## src/design/ctm_pkg.sv

```systemverilog
// Types, codes and time decoders for the cron time match table.
// No dependencies; used by every module of the block.
`default_nettype none

package ctm_pkg;

    localparam int NUM_JOBS_DEF = 32;
    localparam int JOB_IDX_W    = 5;
    localparam int VALUE_W      = 60;

    localparam logic [1:0] OP_TICK  = 2'd0;
    localparam logic [1:0] OP_WRITE = 2'd1;
    localparam logic [1:0] OP_CLEAR = 2'd2;

    localparam logic [2:0] FS_SEC     = 3'd0;
    localparam logic [2:0] FS_MIN     = 3'd1;
    localparam logic [2:0] FS_HOUR    = 3'd2;
    localparam logic [2:0] FS_DAY     = 3'd3;
    localparam logic [2:0] FS_MONTH   = 3'd4;
    localparam logic [2:0] FS_WEEKDAY = 3'd5;
    localparam logic [2:0] FS_FLAGS   = 3'd6;

    localparam int FLAG_PRESENT = 0;
    localparam int FLAG_BOOT    = 1;
    localparam int FLAG_DAY_ANY = 2;
    localparam int FLAG_DOW_ANY = 3;

    typedef struct packed {
        logic [1:0]           opcode;
        logic [JOB_IDX_W-1:0] job_index;
        logic [2:0]           field_select;
        logic [VALUE_W-1:0]   field_value;
        logic [5:0]           second;
        logic [5:0]           minute;
        logic [4:0]           hour;
        logic [4:0]           day_of_month;
        logic [3:0]           month_number;
        logic [2:0]           day_of_week;
    } ctm_in_t;

    typedef struct packed {
        logic [JOB_IDX_W-1:0] due_job;
        logic                 is_last;
    } ctm_out_t;

    // Decoded tick time, broadcast to every cell.
    typedef struct packed {
        logic [59:0] sec_oh;
        logic [59:0] min_oh;
        logic [23:0] hour_oh;
        logic [30:0] day_oh;
        logic [11:0] mon_oh;
        logic [7:0]  dow_oh;
    } ctm_tick_t;

    // Table write/clear command, broadcast to every cell.
    typedef struct packed {
        logic                 en;
        logic                 clr;
        logic [JOB_IDX_W-1:0] idx;
        logic [2:0]           sel;
        logic [VALUE_W-1:0]   value;
    } ctm_wr_t;

    function automatic logic [59:0] dec60(input logic [5:0] v);
        logic [59:0] d;
        d = '0;
        if (v < 6'd60)
            d[v] = 1'b1;
        return d;
    endfunction

    function automatic logic [23:0] dec24(input logic [4:0] v);
        logic [23:0] d;
        d = '0;
        if (v < 5'd24)
            d[v] = 1'b1;
        return d;
    endfunction

    // One-based day: day 1 is bit 0, day zero hits nothing.
    function automatic logic [30:0] dec_day(input logic [4:0] v);
        logic [30:0] d;
        d = '0;
        if (v != 5'd0)
            d[v - 5'd1] = 1'b1;
        return d;
    endfunction

    // One-based month, 1 to 12.
    function automatic logic [11:0] dec_mon(input logic [3:0] v);
        logic [11:0] d;
        d = '0;
        if ((v != 4'd0) && (v <= 4'd12))
            d[v - 4'd1] = 1'b1;
        return d;
    endfunction

    function automatic logic [7:0] dec8(input logic [2:0] v);
        logic [7:0] d;
        d = '0;
        d[v] = 1'b1;
        return d;
    endfunction

endpackage

`default_nettype wire

```

## src/design/ctm_job_cell.sv

```systemverilog
// One job entry of the table with its scan token stage.
// Depends on ctm_pkg; instantiated in a chain by cron_time_match_table.
`default_nettype none

module ctm_job_cell #(
    parameter int CELL_ID = 0
) (
    input  wire logic                              clk,
    input  wire logic                              rst_n,
    input  wire ctm_pkg::ctm_wr_t                  wr,
    input  wire ctm_pkg::ctm_tick_t                tick,
    input  wire logic                              advance,
    input  wire logic                              token_in,
    output logic                                   token_out,
    output logic                                   hit,
    output logic [ctm_pkg::JOB_IDX_W-1:0]          hit_idx
);

    localparam logic [6:0] ID_WIDE = CELL_ID[6:0];
    localparam logic [ctm_pkg::JOB_IDX_W-1:0] ID_SHORT = CELL_ID[ctm_pkg::JOB_IDX_W-1:0];

    logic [59:0] sec_mask_reg,  sec_mask_next;
    logic [59:0] min_mask_reg,  min_mask_next;
    logic [23:0] hour_mask_reg, hour_mask_next;
    logic [30:0] day_mask_reg,  day_mask_next;
    logic [11:0] mon_mask_reg,  mon_mask_next;
    logic [7:0]  dow_mask_reg,  dow_mask_next;
    logic [3:0]  flags_reg,     flags_next;
    logic        token_reg,     token_next;

    logic sel_me;
    logic present;
    logic boot;
    logic dm;
    logic wm;
    logic day_ok;
    logic due;

    assign sel_me  = wr.en && ({2'b00, wr.idx} == ID_WIDE);
    assign present = flags_reg[ctm_pkg::FLAG_PRESENT];
    assign boot    = flags_reg[ctm_pkg::FLAG_BOOT];

    assign dm = |(day_mask_reg & tick.day_oh);
    assign wm = |(dow_mask_reg & tick.dow_oh);

    always_comb
    begin
        if (flags_reg[ctm_pkg::FLAG_DAY_ANY] || flags_reg[ctm_pkg::FLAG_DOW_ANY])
            day_ok = dm && wm;
        else
            day_ok = dm || wm;
    end

    assign due = present && (boot ||
                 ((|(sec_mask_reg & tick.sec_oh)) &&
                  (|(min_mask_reg & tick.min_oh)) &&
                  (|(hour_mask_reg & tick.hour_oh)) &&
                  (|(mon_mask_reg & tick.mon_oh)) && day_ok));

    assign hit       = token_reg && due;
    assign hit_idx   = hit ? ID_SHORT : '0;
    assign token_out = token_reg;

    always_comb
    begin
        sec_mask_next  = sec_mask_reg;
        min_mask_next  = min_mask_reg;
        hour_mask_next = hour_mask_reg;
        day_mask_next  = day_mask_reg;
        mon_mask_next  = mon_mask_reg;
        dow_mask_next  = dow_mask_reg;
        flags_next     = flags_reg;
        token_next     = advance ? token_in : token_reg;
        if (wr.clr)
        begin
            sec_mask_next  = '0;
            min_mask_next  = '0;
            hour_mask_next = '0;
            day_mask_next  = '0;
            mon_mask_next  = '0;
            dow_mask_next  = '0;
            flags_next     = '0;
        end
        else if (sel_me)
        begin
            unique case (wr.sel)
                ctm_pkg::FS_SEC:     sec_mask_next  = wr.value[59:0];
                ctm_pkg::FS_MIN:     min_mask_next  = wr.value[59:0];
                ctm_pkg::FS_HOUR:    hour_mask_next = wr.value[23:0];
                ctm_pkg::FS_DAY:     day_mask_next  = wr.value[30:0];
                ctm_pkg::FS_MONTH:   mon_mask_next  = wr.value[11:0];
                ctm_pkg::FS_WEEKDAY: dow_mask_next  = wr.value[7:0];
                ctm_pkg::FS_FLAGS:   flags_next     = wr.value[3:0];
                default:             ;
            endcase
        end
        else if (advance && token_reg && present && boot)
        begin
            // boot entry fires once
            flags_next[ctm_pkg::FLAG_BOOT] = 1'b0;
        end
    end

    always_ff @(posedge clk or negedge rst_n)
    begin
        if (!rst_n)
        begin
            sec_mask_reg  <= '0;
            min_mask_reg  <= '0;
            hour_mask_reg <= '0;
            day_mask_reg  <= '0;
            mon_mask_reg  <= '0;
            dow_mask_reg  <= '0;
            flags_reg     <= '0;
            token_reg     <= 1'b0;
        end
        else
        begin
            sec_mask_reg  <= sec_mask_next;
            min_mask_reg  <= min_mask_next;
            hour_mask_reg <= hour_mask_next;
            day_mask_reg  <= day_mask_next;
            mon_mask_reg  <= mon_mask_next;
            dow_mask_reg  <= dow_mask_next;
            flags_reg     <= flags_next;
            token_reg     <= token_next;
        end
    end

endmodule

`default_nettype wire

```

## config.mk

```make
export PLATFORM = sky130hd
export DESIGN_NAME = ctm_job_cell
export DESIGN_NICKNAME = d
export VERILOG_FILES = /design/src/design/ctm_pkg.sv /design/src/design/ctm_job_cell.sv
export SDC_FILE = /design/constraint.sdc
export NUM_CORES = 1
export LEC_CHECK = 0
export ABC_AREA = 1
export ABC_CLOCK_PERIOD_IN_PS = 1440
export BUFFER_PORTS_ARGS = -buffer_cell sky130_fd_sc_hd__buf_2
export CAP_MARGIN = 20
export CORE_ASPECT_RATIO = 1.75
export CORE_UTILIZATION = 52
export DETAILED_ROUTE_END_ITERATION = 7
export PLACE_DENSITY = 0.81
export SLEW_MARGIN = 10
export SYNTH_ARGS = -nofsm -noshare
export SYNTH_HDL_FRONTEND = slang
export SYNTH_SLANG_ARGS = --single-unit
```

## constraint.sdc

```tcl
create_clock -name clk -period 1.44 [get_ports clk]
set_clock_uncertainty 0.05 [all_clocks]
set_input_delay 0.144 -clock clk [delete_from_list [all_inputs] [get_ports clk]]
set_output_delay 0.144 -clock clk [all_outputs]
set_load 0.005 [all_outputs]
```

==> summary.txt, run 1 <==
Global route
  • GRT Total Usage: 0.313
  • Grt ovf: 0
  • Vias in the first global route: 8897
  • First-pass GRT wire length: 42.3 mm
  • Pin count of the biggest net entering global routing: 69
  • Antenna violations before repair: 3

Worst setup path
  • Crit path arrival time: 1.83 ns
  • Critical Path RT: 1.25 ns
  • CP Max Fanout: 2
  • Critical path class: flop to output pin
  • CP startpoint kind: flop
  • CP endpoint kind: output pin

STA
  • Unrepaired setup endpoints after global routing: yes
  • Max-slew violations: 0
  • Final WS setup: -0.586 ns
  • Final hold vios: 0
  • Maximum clock rate: 494 MHz
  • Setup violations, final: 1
  • Final period utilization: 1.41
  • Post-layout min period: 2.03 ns

Clock network
  • Clock Latency Late Sink: 0.43 ns
  • H-tree depth: 4
  • CTS Buf Count: 17
  • CTS tree: built
  • Clock tree buffer depth: 2
  • Clock sink total: 200
  • Clock slew at reported path FFs: roughly 0.070 ns
  • Clk root buf: clkbuf_16

Floorplan
  • Site Rows: 63
  • Core area: around 0.017 mm²
  • IO Count: 276
  • Chip Width: 102 µm
  • Initial cell density of the core: 0.533
  • Die Area: ~0.018 mm²
  • DIE HEIGHT: between 150 and 200 µm

Pwr
  • Sw frac: 0.266
  • Register share of total power: 0.484
  • Clock power frac: 0.382
  • Design Power: 0.0126 W
  • Internal: 0.00927 W
  • VDD IR max: between 1000 and 1500 µV
  • Psw: 0.00335 W
  • Comb pwr share: 0.134
  • PD cells: 1050 mW/mm²
  • Pleak: 6.09 nW

Placed design
  • Place WS: -0.184 ns
  • GPL Wtd Cong: 0.853
  • Port-buffer cells: between 200 and 300
  • Post-DP HPWL: 19.0 mm
  • Placed cells: 1586
  • Placed Area: 0.0109 mm²

Synthesis
  • Synthesis Warnings: 0
  • Asr flop ratio synth: 1.00
  • Mapped Cells: 1099
  • Post-synth EDFFs: 0
  • Mean Syn Cell Area: 8.25 µm²
  • Synthesis-stage register bit count: 200
  • Distinct cells, synth: 27
  • Synthesized area: 0.00907 mm²
  • Register area share after synthesis: 0.552
  • Synth Flop Type: dfrtp_1
  • Post-synth top cells: 479 x nand2_1, 200 x dfrtp_1, 135 x o21ai_1
  • Synth top area cells: dfrtp_1 55%, nand2_1 20%, o21ai_1 7.4%, nand3_1 3.8%, o21ai_2 3.5%
  • Leading area contributor after synthesis: dfrtp_1
  • Count leader, synth: nand2_1
  • Top-area cell type share of the netlist area: 0.552

Layout
  • Final cell count without fillers: 1664
  • Filler cells: 1349
  • Fin area: 0.0120 mm²
  • Final-stage net count: ~1700
  • Area Growth Syn to Fin: 32.1%
  • Share of cells above drive strength 1: 0.290

Worst hold path
  • Min-Delay Path Class: primary input to flop

Status
  • Status: complete, but fails checks
  • Violated checks: negative setup slack

Job
  • # Max-Cap Violations: 0

Detailed routing
  • Initial DRC Count: 395
  • WL/cell: 16.5 µm
  • Routed vias: between 8000 and 9000
  • Post-Route WL: 27.4 mm
  • Final antenna-violating net count: 0
  • Residual DRC: 0
  • Via/cell ratio: 5.30
  • TritonRoute pass-1 iters: 5
## per-layer routing
| metal | track usage | up-vias | part of all wire |
|---|---|---|---|
| li1 | - | 4247 | - |
| met1 | 0.333 | 4074 | 0.36 |
| met2 | 0.552 | 391 | 0.52 |
| met3 | 0.0664 | 110 | 0.066 |
| met4 | 0.197 | 2 | 0.061 |
| met5 | 0 | - | 0.00062 |
## cells by family (layout without fill, tap and decap cells)
| group | Yosys count | in the layout | synth area share |
|---|---|---|---|
| AOI/OAI and AO/OA | 208 | 208 | 0.131 |
| buffers and inverters | 67 | 399 | 0.0414 |
| DFF | 200 | 200 | 0.552 |
| muxes | 1 | 1 | 0.00124 |
| other | 1 | 7 | 0.000413 |
| and+or+nand+nor | 622 | 622 | 0.274 |
## power by group through the flow
stage / clock [W] / combinational (W) / sequential (W)
floorplan: 0 / 0.000761 / 0.00615
global route: 0.00507 / 0.00189 / 0.00614
finish: 0.00482 / 0.00169 / 0.00611
CTS: 0.00486 / 0.00166 / 0.00610
global placement: 0 / 0.00152 / 0.00620
detailed placement: 0 / 0.00155 / 0.00620
## cell usage in the layout, fill, tap and decap left out, drive strengths merged, types with 5 or more instances in the layout
| cell | count |
|---|---|
| nand3 | 70 |
| dlygate4sd3 | 39 |
| conb | 5 |
| nand2 | 479 |
| dfrtp | 200 |
| inv | 14 |
| nand4 | 16 |
| clkbuf | 18 |
| nor2 | 53 |
| o21ai | 199 |
| clkinv | 6 |
| buf | 318 |
| a21oi | 6 |
## final cells by class
class	count	area, µm²	area share
clock inverters	15	165	0.0138
inverters	9	36.3	0.00303
multi-input cells	836	3790	0.316
flip-flops and latches	200	5000	0.418
repair buffers	358	2270	0.189
diodes	2	5.00	0.000418
clock buffers	17	425	0.0355
well taps	227	284	0.0237
## what timing repair did
item | 4_1_cts | 5_1_grt
endpoints found under the setup margin | 1 | 2
hold buffers | 39 | 1
endpoints found under the hold margin | 146 | 1
gates resized for setup | 11 | 11
buffers inserted | 0 | 5
pin swaps | 3 | 13
## through the flow
step           TNS [ns]   util  hold WS, ns
6_report         -0.586  0.704       0.0131
3_5_place_dp     -22.68  0.640       0.0790
3_3_place_gp     -21.76  0.640       0.0753
2_1_floorplan         0      -       -0.202
4_1_cts          -0.573  0.699      0.00862
5_1_grt          -0.685  0.704       0.0182
## path summary, 6_finish.rpt
path / startpoint / end / slack [ns] / depth (start not counted)
max: sec_mask_reg[32] / hit / -0.59 / 9
min: wr[14] / min_mask_reg[14] / 0.01 / 3
max reg2reg: token_out / flags_reg[1] / 0.47 / 4
min reg2reg: min_mask_reg[48] / min_mask_reg[48] / 0.44 / 2
max in group asynchronous: rst_n / day_mask_reg[22] / 0.51 / 3
min in group asynchronous: rst_n / sec_mask_reg[14] / 0.17 / 2
## critical path: stages, from the launching register on
cell     delay (ns)
dfrtp_1        0.44
nand2_1        0.09
nand4_1        0.09
nor2_2         0.21
nand2_1        0.11
nor2_2         0.11
nand2_1        0.08
nand3_2        0.09
a21oi_2        0.05
buf_2          0.13
(Power assumes the default switching activity.)
==> inputs of run 2 (changes only) <==
Settings changed: ABC_CLOCK_PERIOD_IN_PS 1440 to 2600, CORE_UTILIZATION 52 to 55, PLACE_DENSITY 0.81 to 0.85.
Clock period 1.44 ns to 2.6 ns, I/O delays scaled along.
==> summary.txt, run 2 (synthesized netlist as in run 1, its figures left out) <==
Clock network
  • Clock sink total: 200
  • H-tree depth: 4
  • Clock tree buffer depth: 2
  • Clock Latency Late Sink: 0.42 ns
  • Clk root buf: clkbuf_16
  • CTS Buf Count: 17
  • Post-CTS Setup Repair Bufs: 0
  • CTS tree: built
  • Clock slew at reported path FFs: 0.08 ns

STA
  • Final period utilization: 0.853
  • Unrepaired setup endpoints after global routing: no
  • Final WS setup: between 0.3 and 0.4 ns
  • Slew @ Worst Pin: roughly 0.6 ns
  • Setup TNS: 0 ns
  • Maximum clock rate: 451 MHz
  • Final hold vios: 0
  • Post-layout min period: roughly 2.2 ns
  • Max-slew violations: 0
  • Setup violations, final: 0
  • Worst rel slew slack: 0.609

Worst setup path
  • CP peak stage delay: 0.39 ns
  • Crit path arrival time: 1.91 ns
  • CP endpoint kind: output pin
  • Cell Chain, Critical Path: nand2_1 > nand2_1 > nor2_1 > nand2_1 > nor2_1 > nand2_1 > nand2_1 > nand2_1 > nand3_1 > a21oi_1 > buf_2
  • Reg2Reg Depth: 3
  • Critical path class: flop to output pin
  • Count of cell instances traversed by the critical path: 11
  • Cell repeated most along the worst path: nand2_1
  • WP buf/inv: 1
  • CP Max Fanout: 2
  • Critical-path top delay cell: dfrtp_1
  • CP startpoint kind: flop
  • Critical Path RT: ~2.3 ns
  • Top Family by Delay on Critical Path: simple AND/OR/NAND/NOR gates

Placed design
  • Place WS: 0.726 ns
  • Placed cells: approximately 1500
  • Post-DP HPWL: 18.7 mm
  • Port-buffer cells: 270
  • GPL Wtd Cong: 0.855

Layout
  • Commonest non-fill, non-tap cell in the layout: nand2_1
  • Final-stage net count: 1619
  • Final cell count without fillers: ~1600
  • Most frequent cells in the layout: 479 x nand2_1, 269 x buf_2, 200 x dfrtp_1
  • Filler cells: 1351
  • Final core utilization: 0.693
  • Share of cells above drive strength 1: 0.264
  • Area Growth Syn to Fin: 22.5%

Global route
  • Antenna violations before repair: 1
  • Vias in the first global route: around 8200
  • First-pass GRT wire length: 39.6 mm
  • Pin count of the biggest net entering global routing: 73
  • Grt ovf: 0
  • GRT Total Usage: 0.304

Floorplan
  • IO Count: around 280
  • Core area: 0.0160 mm²
  • Die Area: between 0.015 and 0.02 mm²
  • Chip Width: 99.1 µm
  • DIE HEIGHT: ~170 µm
  • Site Rows: ~60
  • Initial cell density of the core: 0.566

Worst hold path
  • Min-Delay Path Class: primary input to flop
  • Worst Hold Depth: 2

Status
  • Status: finished clean

Detailed routing
  • Post-Route WL: between 20 and 30 mm
  • Residual DRC: 0
  • Initial DRC Count: 485
  • TritonRoute pass-1 iters: 5
  • Via/cell ratio: 5.40
  • Final antenna-violating net count: 0
  • WL/cell: 16.2 µm
  • Routed vias: 8375

Pwr
  • Design Power: 0.00669 W
  • Pleak: 5.69 nW
  • PD cells: 602 mW/mm²
  • VDD IR max: approximately 400 µV

Job
  • # Max-Cap Violations: 0
run 2: stage by stage:
stage                     cell area, µm²  hold WS [ns]
after floorplan                     9080       -0.0856
after global placement             10500         0.210
after detailed placement           10500         0.212
after CTS                          11100        0.0154
after global routing               11100       0.00655
final                              11100        0.0258
run 2: path summary, 6_finish.rpt:
path	start	endpoint	slack, ns
max in group asynchronous	rst_n	min_mask_reg[12]	1.43
setup reg to reg	token_out	flags_reg[1]	1.73
min in group asynchronous	rst_n	sec_mask_reg[16]	0.30
hold reg to reg	min_mask_reg[34]	min_mask_reg[34]	0.43
setup / recovery	day_mask_reg[15]	hit	0.38
hold / removal	token_in	token_out	0.03
run 2: worst reg2reg max path: stages, from the launching register on:
cell     delay [ns]
dfrtp_1        0.39
a31oi_1        0.10
o21ai_0        0.17
inv_1          0.05
run 2: repair_timing:
item                                    in CTS  in global routing
hold buffers                                 1                  0
gates resized for setup                      0                  0
endpoints found under the setup margin       0                  0
endpoints found under the hold margin       58                  0
run 2: area by class of cell:
cell class,count,area (µm²),area share
multi-input cells,836,3730,0.336
inverters,9,35.0,0.00315
repair buffers,286,1550,0.139
diodes,1,2.50,0.000225
clock inverters,12,116,0.0105
well taps,189,236,0.0213
flip-flops and latches,200,5000,0.451
clock buffers,18,439,0.0395
run 2: report_power, final:
group | total (W) | switching (W) | internal [W] | leakage [nW]
clock network | 0.00250 | 0.00122 | 0.00128 | 0.263
registers | 0.00337 | 0.0000970 | 0.00328 | 2.66
logic | 0.000818 | 0.000482 | 0.000335 | 2.77
run 2: routing by layer:
metal / vias to the layer above / GRT usage / routed length [µm]
met1: 3890 / 0.343 / 9380
met2: 321 / 0.550 / 13300
met3: 64 / 0.0493 / 1320
met4: 0 / 0.160 / 1120
met5: - / 0 / 0
li1: 4100 / - / -
